## config.mk

```make
export PLATFORM = sky130hd
export DESIGN_NAME = port_number_allocator_flat
export DESIGN_NICKNAME = d
export VERILOG_FILES = /design/src/rtl/pna_pkg.sv /design/src/rtl/pna_req_if.sv /design/src/rtl/pna_rsp_if.sv /design/src/rtl/port_number_allocator.sv /design/src/rtl/pna_cell.sv /design/src/flat_wrapper.sv
export SDC_FILE = /design/constraint.sdc
export NUM_CORES = 2
export LEC_CHECK = 0
export BUFFER_PORTS_ARGS = -buffer_cell sky130_fd_sc_hd__buf_2
export CAP_MARGIN = 20
export CORE_MARGIN = 3
export CORE_UTILIZATION = 25
export DETAILED_ROUTE_END_ITERATION = 6
export RECOVER_POWER = 25
export SYNTH_ARGS = -nofsm -noshare
export SYNTH_HDL_FRONTEND = slang
export SYNTH_SLANG_ARGS = --single-unit
export TNS_END_PERCENT = 10
```

## constraint.sdc

```tcl
create_clock -name clk -period 16.9 [get_ports clk]
set_input_delay 0 -clock clk [delete_from_list [all_inputs] [get_ports clk]]
set_output_delay 0 -clock clk [all_outputs]
set_load 0.1 [all_outputs]
```

## src/rtl/pna_pkg.sv

```systemverilog
// port number allocator package: word types, opcodes and status codes
// no dependencies
package pna_pkg;

    typedef enum logic [1:0] {
        OP_ALLOC = 2'd0,
        OP_FIND  = 2'd1,
        OP_FREE  = 2'd2,
        OP_NONE  = 2'd3
    } op_t;

    typedef enum logic [2:0] {
        ST_OK   = 3'd0,
        ST_NONE = 3'd1,
        ST_USED = 3'd2,
        ST_SYS  = 3'd3,
        ST_FULL = 3'd4,
        ST_MISS = 3'd5
    } status_t;

    localparam logic [1:0] REG_DYN_LOW  = 2'd0;
    localparam logic [1:0] REG_DYN_HIGH = 2'd1;
    localparam logic [1:0] REG_USER_LOW = 2'd2;

    typedef struct packed {
        logic [1:0]  op;
        logic [15:0] port;
        logic [31:0] tag;
        logic        allow_system;
    } req_word_t;

    typedef struct packed {
        logic [2:0]  status;
        logic [15:0] result_port;
        logic [31:0] result_tag;
        logic        table_empty;
    } rsp_word_t;

    // broadcast control from the sequencer to every cell
    typedef struct packed {
        logic [15:0] key;
        logic        wr;
        logic        clr;
        logic [63:0] wr_tag;
    } cell_ctl_t;

endpackage

```

## src/rtl/pna_req_if.sv

```systemverilog
// request channel: valid/ready handshake carrying one request word
// depends on pna_pkg
interface pna_req_if;
    import pna_pkg::*;
    logic      valid;
    logic      ready;
    req_word_t data;
    modport source (output valid, output data, input ready);
    modport sink (input valid, input data, output ready);
endinterface

```

## src/rtl/pna_rsp_if.sv

```systemverilog
// response channel: valid/ready handshake carrying one response word
// depends on pna_pkg
interface pna_rsp_if;
    import pna_pkg::*;
    logic      valid;
    logic      ready;
    rsp_word_t data;
    modport source (output valid, output data, input ready);
    modport sink (input valid, input data, output ready);
endinterface

```

## src/rtl/port_number_allocator.sv

```systemverilog
// port number allocator top level: sequencer, config registers, cell row
// depends on pna_pkg, pna_req_if, pna_rsp_if, pna_cell
//
// usage
//   req channel takes one word: op (allocate, find, free), port, tag and
//   allow_system. rsp channel returns exactly one word per request: status,
//   result_port, result_tag and table_empty (after the request took effect).
//   config port: cfg_we writes cfg_data to the register cfg_index
//   (0 dynamic_low, 1 dynamic_high, 2 user_low); write only while idle.
// timing
//   one request at a time. a named allocate, find or free passes from idle
//   through the run and report states; the report state loads the response
//   word into the output register and the next request is taken back in
//   idle. an any-port allocate steps one candidate per cycle through the
//   row of cells, every cell comparing its port in parallel, and stays in
//   the run state while it skips candidates (used ones and candidate 0).
// reset
//   rst_n clears every valid mark at once, so the table is empty; config
//   registers return to 49152, 65535 and 1024.
// stall
//   the response word sits in an output register until taken; a finished
//   request waits in the report state and req.ready stays low meanwhile.
module port_number_allocator #(
    parameter int TABLE_ENTRIES = 64,
    parameter int TAG_BITS      = 32
) (
    input  logic        clk,
    input  logic        rst_n,
    pna_req_if.sink     req,
    pna_rsp_if.source   rsp,
    input  logic        cfg_we,
    input  logic [1:0]  cfg_index,
    input  logic [15:0] cfg_data
);
    import pna_pkg::*;

    typedef enum logic [2:0] {
        S_IDLE   = 3'b001,
        S_RUN    = 3'b010,
        S_REPORT = 3'b100
    } state_t;

    state_t      state_reg, state_next;
    logic [15:0] dyn_low_reg, dyn_high_reg, user_low_reg;
    req_word_t   cur_reg;
    logic [16:0] cand_reg, cand_next;
    logic [2:0]  status_reg, status_next;
    logic [15:0] rport_reg, rport_next;
    logic [31:0] rtag_reg, rtag_next;
    logic        rsp_valid_reg;
    rsp_word_t   rsp_data_reg;

    cell_ctl_t   ctl;
    logic        free_chain [TABLE_ENTRIES+1];
    logic        hit_chain  [TABLE_ENTRIES+1];
    logic        any_chain  [TABLE_ENTRIES+1];
    logic [63:0] tag_chain  [TABLE_ENTRIES+1];
    logic        hit, has_free, any_valid;
    logic [63:0] tag_or;
    logic        any_port;

    // config registers
    always_ff @(posedge clk or negedge rst_n)
    begin
        if (!rst_n)
        begin
            dyn_low_reg  <= 16'd49152;
            dyn_high_reg <= 16'd65535;
            user_low_reg <= 16'd1024;
        end
        else if (cfg_we)
        begin
            case (cfg_index)
                REG_DYN_LOW:  dyn_low_reg  <= cfg_data;
                REG_DYN_HIGH: dyn_high_reg <= cfg_data;
                REG_USER_LOW: user_low_reg <= cfg_data;
                default: ;
            endcase
        end
    end

    // row of cells, chained for priority and tag collection
    assign free_chain[0] = 1'b0;
    assign hit_chain[0]  = 1'b0;
    assign any_chain[0]  = 1'b0;
    assign tag_chain[0]  = 64'd0;

    for (genvar i = 0; i < TABLE_ENTRIES; i++)
    begin : g_cell
        pna_cell #(.TAG_BITS(TAG_BITS)) u_cell (
            .clk           (clk),
            .rst_n         (rst_n),
            .ctl           (ctl),
            .free_seen_in  (free_chain[i]),
            .hit_in        (hit_chain[i]),
            .any_valid_in  (any_chain[i]),
            .tag_or_in     (tag_chain[i]),
            .free_seen_out (free_chain[i+1]),
            .hit_out       (hit_chain[i+1]),
            .any_valid_out (any_chain[i+1]),
            .tag_or_out    (tag_chain[i+1])
        );
    end

    assign hit       = hit_chain[TABLE_ENTRIES];
    assign has_free  = free_chain[TABLE_ENTRIES];
    assign any_valid = any_chain[TABLE_ENTRIES];
    assign tag_or    = tag_chain[TABLE_ENTRIES];
    assign any_port  = (cur_reg.port == 16'd0);

    // sequencer
    always_comb
    begin
        state_next   = state_reg;
        cand_next    = cand_reg;
        status_next  = status_reg;
        rport_next   = rport_reg;
        rtag_next    = rtag_reg;
        ctl.key      = cand_reg[15:0];
        ctl.wr       = 1'b0;
        ctl.clr      = 1'b0;
        ctl.wr_tag   = 64'(cur_reg.tag);
        case (state_reg)
            S_IDLE:
            begin
                if (req.valid)
                begin
                    state_next = S_RUN;
                    // any-port search starts at dynamic_low, others key on port
                    if (req.data.op == OP_ALLOC && req.data.port == 16'd0)
                    begin
                        cand_next = {1'b0, dyn_low_reg};
                    end
                    else
                    begin
                        cand_next = {1'b0, req.data.port};
                    end
                end
            end
            S_RUN:
            begin
                rport_next = 16'd0;
                rtag_next  = 32'd0;
                state_next = S_REPORT;
                case (cur_reg.op)
                    OP_ALLOC:
                    begin
                        if (any_port)
                        begin
                            if (cand_reg > {1'b0, dyn_high_reg})
                            begin
                                status_next = ST_NONE;
                            end
                            else if (cand_reg[15:0] != 16'd0 && !hit)
                            begin
                                if (!has_free)
                                begin
                                    status_next = ST_FULL;
                                end
                                else
                                begin
                                    ctl.wr      = 1'b1;
                                    status_next = ST_OK;
                                    rport_next  = cand_reg[15:0];
                                end
                            end
                            else
                            begin
                                // candidate taken or zero, try the next one
                                cand_next  = cand_reg + 17'd1;
                                state_next = S_RUN;
                            end
                        end
                        else if (!cur_reg.allow_system && cur_reg.port < user_low_reg)
                        begin
                            status_next = ST_SYS;
                        end
                        else if (hit)
                        begin
                            status_next = ST_USED;
                        end
                        else if (!has_free)
                        begin
                            status_next = ST_FULL;
                        end
                        else
                        begin
                            ctl.wr      = 1'b1;
                            status_next = ST_OK;
                            rport_next  = cand_reg[15:0];
                        end
                    end
                    OP_FIND:
                    begin
                        status_next = hit ? ST_OK : ST_NONE;
                        rtag_next   = tag_or[31:0];
                    end
                    OP_FREE:
                    begin
                        ctl.clr     = hit;
                        status_next = hit ? ST_OK : ST_MISS;
                    end
                    default:
                    begin
                        status_next = ST_NONE;
                    end
                endcase
            end
            S_REPORT:
            begin
                if (!rsp_valid_reg || rsp.ready)
                begin
                    state_next = S_IDLE;
                end
            end
            default:
            begin
                state_next = S_IDLE;
            end
        endcase
    end

    assign req.ready = (state_reg == S_IDLE);

    always_ff @(posedge clk or negedge rst_n)
    begin
        if (!rst_n)
        begin
            state_reg <= S_IDLE;
        end
        else
        begin
            state_reg <= state_next;
        end
    end

    always_ff @(posedge clk)
    begin
        if (state_reg == S_IDLE && req.valid)
        begin
            cur_reg <= req.data;
        end
        cand_reg   <= cand_next;
        status_reg <= status_next;
        rport_reg  <= rport_next;
        rtag_reg   <= rtag_next;
    end

    // output register
    always_ff @(posedge clk or negedge rst_n)
    begin
        if (!rst_n)
        begin
            rsp_valid_reg <= 1'b0;
        end
        else if (state_reg == S_REPORT && (!rsp_valid_reg || rsp.ready))
        begin
            rsp_valid_reg <= 1'b1;
        end
        else if (rsp.ready)
        begin
            rsp_valid_reg <= 1'b0;
        end
    end

    always_ff @(posedge clk)
    begin
        if (state_reg == S_REPORT && (!rsp_valid_reg || rsp.ready))
        begin
            rsp_data_reg.status      <= status_reg;
            rsp_data_reg.result_port <= rport_reg;
            rsp_data_reg.result_tag  <= rtag_reg;
            rsp_data_reg.table_empty <= !any_valid;
        end
    end

    assign rsp.valid = rsp_valid_reg;
    assign rsp.data  = rsp_data_reg;

    // a cell is never both written and cleared in one cycle
    a_wr_clr_excl: assert property (@(posedge clk) disable iff (!rst_n)
        !(ctl.wr && ctl.clr))
        else $error("write and clear together");

    // the collected tag is zero unless some cell matched
    a_tag_needs_hit: assert property (@(posedge clk) disable iff (!rst_n)
        !hit |-> tag_or == 64'd0)
        else $error("tag without match");

    // a successful allocate leaves the table non-empty
    a_alloc_not_empty: assert property (@(posedge clk) disable iff (!rst_n)
        (rsp_valid_reg && rsp_data_reg.status == ST_OK
            && rsp_data_reg.result_port != 16'd0) |-> !rsp_data_reg.table_empty)
        else $error("allocate reported empty table");

endmodule

```

## src/rtl/pna_cell.sv

```systemverilog
// one table entry: valid mark, port and tag, with compare and priority chain
// depends on pna_pkg
module pna_cell #(
    parameter int TAG_BITS = 32
) (
    input  logic              clk,
    input  logic              rst_n,
    input  pna_pkg::cell_ctl_t ctl,
    input  logic              free_seen_in,
    input  logic              hit_in,
    input  logic              any_valid_in,
    input  logic [63:0]       tag_or_in,
    output logic              free_seen_out,
    output logic              hit_out,
    output logic              any_valid_out,
    output logic [63:0]       tag_or_out
);
    import pna_pkg::*;

    logic                valid_reg;
    logic                valid_next;
    logic [15:0]         port_reg;
    logic [TAG_BITS-1:0] tag_reg;
    logic                match;
    logic                take;

    assign match = valid_reg && (port_reg == ctl.key);
    // first empty cell along the chain takes the new entry
    assign take  = ctl.wr && !valid_reg && !free_seen_in;

    assign free_seen_out = free_seen_in || !valid_reg;
    assign hit_out       = hit_in || match;
    assign any_valid_out = any_valid_in || valid_reg;
    assign tag_or_out    = tag_or_in | (match ? 64'(tag_reg) : 64'd0);

    always_comb
    begin
        valid_next = valid_reg;
        if (take)
        begin
            valid_next = 1'b1;
        end
        else if (ctl.clr && match)
        begin
            valid_next = 1'b0;
        end
    end

    always_ff @(posedge clk or negedge rst_n)
    begin
        if (!rst_n)
        begin
            valid_reg <= 1'b0;
        end
        else
        begin
            valid_reg <= valid_next;
        end
    end

    always_ff @(posedge clk)
    begin
        if (take)
        begin
            port_reg <= ctl.key;
            tag_reg  <= ctl.wr_tag[TAG_BITS-1:0];
        end
    end

endmodule
```

## src/flat_wrapper.sv

```systemverilog
// flat-port wrapper written by rule: the top's interface ports become plain ports
module port_number_allocator_flat import pna_pkg::*;
#(
    parameter int TABLE_ENTRIES = 64,
    parameter int TAG_BITS      = 32
)
  (clk, rst_n, cfg_we, cfg_index, cfg_data, req_valid, req_data, req_ready, rsp_valid, rsp_data, rsp_ready);
  pna_req_if req_i ();
  pna_rsp_if rsp_i ();
  input  logic clk;
  input  logic rst_n;
  input  logic cfg_we;
  input  logic [1:0] cfg_index;
  input  logic [15:0] cfg_data;
  input wire logic [$bits(req_i.valid)-1:0] req_valid;
  input wire logic [$bits(req_i.data)-1:0] req_data;
  output wire logic [$bits(req_i.ready)-1:0] req_ready;
  output wire logic [$bits(rsp_i.valid)-1:0] rsp_valid;
  output wire logic [$bits(rsp_i.data)-1:0] rsp_data;
  input wire logic [$bits(rsp_i.ready)-1:0] rsp_ready;
  assign req_i.valid = req_valid;
  assign req_i.data = req_data;
  assign req_ready = req_i.ready;
  assign rsp_valid = rsp_i.valid;
  assign rsp_data = rsp_i.data;
  assign rsp_i.ready = rsp_ready;
  port_number_allocator #(.TABLE_ENTRIES(TABLE_ENTRIES), .TAG_BITS(TAG_BITS)) u_core (.clk(clk), .rst_n(rst_n), .req(req_i), .rsp(rsp_i), .cfg_we(cfg_we), .cfg_index(cfg_index), .cfg_data(cfg_data));
endmodule
```

==> out/metrics.yaml <==
timing:
  rsz0062_at_grt: "no"
  worst_pin_slew_ns: 6.54
  min_period_ns: 11.15
  finClkSkew_ns: 0.110
  setup_viol: 0
  fin_tns_setup_ns: 0
  fin_crit_sh_pct: 66.0
  slew_headroom_pct: -336
  max_freq_mhz: 89.7
  hold_viol_final: 0
  report.final.slew_viol_count: 2307
floorplan:
  fp.dieArea_mm2: 0.523
  row_count: 262
  die_w_um: 723
  coreArea_mm2: 0.511
  ioPinCount: 128
  dieHeight_um: 723
  initial_core_util_pct: 25.2
setup_path:
  required_ns: 17.41
  cp_data_arrival_time_ns: 11.66
  crit_path_end_kind: "register"
  cp_max_fo: 93
  reg2reg_depth: 13
  worstSetupStartpointType: "register"
  rrSetupSlack_ns: 5.75
  crit_type: "register to register"
route:
  top_layer_used: "met5"
  wl_met3_mm: 60.1
  routed-via-count: 76900
  antenna_left: 0
  met2_length_mm: 203
  wl_per_cell_um: 31.1
  wl_met1_mm: 164
  wl_mm: 458
  drt_first_pass_iters: 6
  routed_via_density: 5.23
  drtIter0Drc: 13000
  drcViolationCount: 0
place:
  portBuffers: 127
  dp_hpwl_mm: 243
  gp_congestion: 0.850
power:
  power_density_mw_per_mm2: 127
  p_seq_share_pct: 50.9
  power.internal_w: 0.0145
  p_sw_w: 0.00462
  comb_power_share_pct: 9.5
  peakVddDrop_v: 0.0000837
  clockPowerShare_pct: 39.6
  p_leak_nw: 47.0
  sw_frac_of_total_pct: 24.1
logic_synthesis:
  synthesis.instances: 7175
  synth-warning-count: 0
  synth_ff_type: "edfxtp_1"
  synth_edf_count: 3243
  synth_seq_cells: 3359
  synth.distinct_cells: 61
  synth_adder_area_share_pct: 0.321
  ys_async_sr_fraction_pct: 3.45
  synth_compound_area_share_pct: 7.87
  yosysSeqAreaShare_pct: 78.0
  syn-cell-area_mm2: 0.129
  syn-num-nets: 7282
  synthXorXnorAreaFrac_pct: 7.07
  synth_top_family_by_area: "compound AO/OA/AOI/OAI gates"
  synthMuxAreaShare_pct: 0.420
  synthSimpleGateAreaFrac_pct: 4.41
  avgSynthCellArea_um2: 17.9
global_routing:
  grt_max_degree: 106
  antenna_found_initial: 15
  grt_overflow: 0
  grt_pass1_vias: 72300
  grt_util_all_layers_pct: 16.8
  grt_pass1_wl_mm: 620
clock_tree:
  cts.sinks: 3359
  root_buffer: "clkbuf_16"
  cts_made_buffers: 342
  cts-htree-levels: 5
  cts.path.max_buffers: 4
  clk-insertion-delay-late_ns: 0.93
  cts_tree: "done"
  path_clk_slew_ns: 0.06
  cts_setup_buffers: 0
run:
  drv_cap: 40
layout:
  fillers: 50000
  area_delta_synth_final_pct: 17.4
  fin_nets: 7807
  largest_reg_flops: 2048
  drive_gt1_share_pct: 13.1
  final_util_pct: 29.6
worst_hold_path:
  worst_hold_path_type: "input port to register"
  min_path_cells: 4
outcome:
  failed_checks: "max-capacitance violations, max-slew violations"
  status: "finished, violations left"
area by class of cell:
class                      instances  area (um2)  area share [%]
sequential                      3359      100000            66.4
multi-input combinational       3366       26800            17.8
clock buffer                     421        9030            5.98
tap                             6732        8420            5.58
timing repair buffer             565        4240            2.81
clock inverter                   198        1950            1.29
inverter                          66         250           0.166
antenna                            7        17.5          0.0116
cell usage after synthesis, drive strengths merged, types with 3 or more instances:
cell | count | area (um2)
a31oi | 16 | 100
nor2b | 5 | 31.3
dfrtp | 96 | 2400
o21a | 5 | 37.5
o31ai | 28 | 215
nor4b | 3 | 26.3
inv | 66 | 248
edfxtp | 3243 | 97400
o21bai | 4 | 30.0
nand3 | 148 | 741
nor2 | 123 | 462
a221oi | 424 | 3710
or4 | 4 | 30.0
nor3 | 97 | 497
and3 | 68 | 425
a211oi | 16 | 120
ha | 33 | 413
and4 | 8 | 70.1
xnor2 | 467 | 4090
nor4 | 201 | 1360
nand2b | 14 | 87.6
a21oi | 55 | 275
nand2 | 64 | 240
o21ai | 46 | 230
nand4 | 249 | 1570
o22ai | 16 | 100
xor2 | 571 | 5000
buf | 168 | 1400
nand3b | 5 | 37.5
a22o | 424 | 3710
a21o | 10 | 75.1
a22oi | 189 | 1420
and2 | 6 | 37.5
nor3b | 4 | 30.0
clkbuf | 216 | 812
mux2 | 48 | 541
dfstp | 20 | 526
cells by family after synthesis:
| group | after synthesis |
|---|---|
| flip-flops | 3359 |
| AO/OA/AOI/OAI | 1244 |
| XOR/XNOR | 1038 |
| AND/OR/NAND/NOR | 1003 |
| buffers and inverters | 450 |
| multiplexers | 48 |
| adder cells (fa/ha/maj) | 33 |
per-layer routing:
metal  vias to the layer above  GRT usage [%]
met5                         -              0
met4                         6           8.87
met3                      1475           4.47
met2                      6142           26.1
met1                     39300           21.6
li1                      30000              -
power by group through the flow:
stage / logic [W] / registers [W] / clock network [W]
2_1_floorplan: 0.000976 / 0.0101 / 0
3_3_place_gp: 0.00182 / 0.00988 / 0
3_5_place_dp: 0.00184 / 0.00988 / 0
4_1_cts: 0.00188 / 0.00970 / 0.00765
5_1_grt: 0.00200 / 0.00976 / 0.00798
6_report: 0.00183 / 0.00975 / 0.00758
through the flow:
stage	worst slack, ns	instance area [um2]	power (W)	cells	hold slack, ns
finish	5.75	151000	0.0192	14700	0.187
global route	5.22	151000	0.0197	14700	0.207
CTS	9.82	151000	0.0192	14700	0.0282
detailed placement	9.86	139000	0.0117	13900	-0.0173
global placement	9.58	139000	0.0117	13900	-0.0198
floorplan	7.90	129000	0.0111	7175	-0.296
cell usage in the layout (no fill, tap or decap), types with 25 or more instances in the layout:
| cell type | netlist | layout |
|---|---|---|
| clkbuf_16 | 0 | 349 |
| nor2_4 | 0 | 84 |
| o21ai_0 | 26 | 25 |
| a21oi_1 | 55 | 55 |
| nor3_1 | 96 | 83 |
| xnor2_1 | 467 | 467 |
| nor2_1 | 123 | 39 |
| edfxtp_1 | 3243 | 3243 |
| dfrtp_1 | 96 | 96 |
| clkinv_2 | 0 | 54 |
| nand3_1 | 148 | 148 |
| xor2_1 | 571 | 571 |
| o31ai_1 | 27 | 27 |
| and3_1 | 68 | 49 |
| ha_1 | 33 | 33 |
| bufinv_16 | 0 | 36 |
| mux2_2 | 48 | 48 |
| buf_4 | 57 | 237 |
| nor4_1 | 185 | 170 |
| clkinv_1 | 0 | 74 |
| inv_1 | 66 | 65 |
| buf_2 | 23 | 88 |
| a22o_1 | 424 | 424 |
| nand2_1 | 64 | 64 |
| a22oi_1 | 189 | 189 |
| a221oi_1 | 424 | 424 |
| nand4_1 | 247 | 247 |
| dlygate4sd3_1 | 0 | 148 |
| clkbuf_1 | 215 | 149 |
path summary, 6_finish.rpt:
| path | start | endpoint |
|---|---|---|
| max reg2reg | u_core.cand_reg[1] | u_core.g_cell[50].u_cell.tag_reg[25] |
| max in group asynchronous | rst_n | u_core.g_cell[61].u_cell.valid_reg |
| min | req_data[34] | u_core.cand_reg[1] |
| min in group asynchronous | rst_n | u_core.user_low_reg[15] |
| min reg2reg | u_core.rtag_reg[22] | u_core.rsp.data[23] |
| max | u_core.cand_reg[1] | u_core.g_cell[50].u_cell.tag_reg[25] |
critical path: stages (launching register included):
cell	delay [ns]
edfxtp_1	0.32
clkbuf_1	4.51
buf_4	1.06
xnor2_1	0.16
nand4_1	0.11
nor4_1	0.08
and3_2	0.55
nor4_2	0.35
nand4_1	0.42
nor4_4	0.49
buf_4	0.47
nand4_1	0.36
nor2_4	0.84
buf_4	0.84
timing repair:
| action | 4_1_cts | 5_1_grt |
|---|---|---|
| hold endpoints to repair | 220 | 0 |
| endpoints found under the setup margin | 0 | 0 |
| resized for setup | 0 | 0 |
| hold buffers | 149 | 0 |
Power figures use the tool's default switching activity.
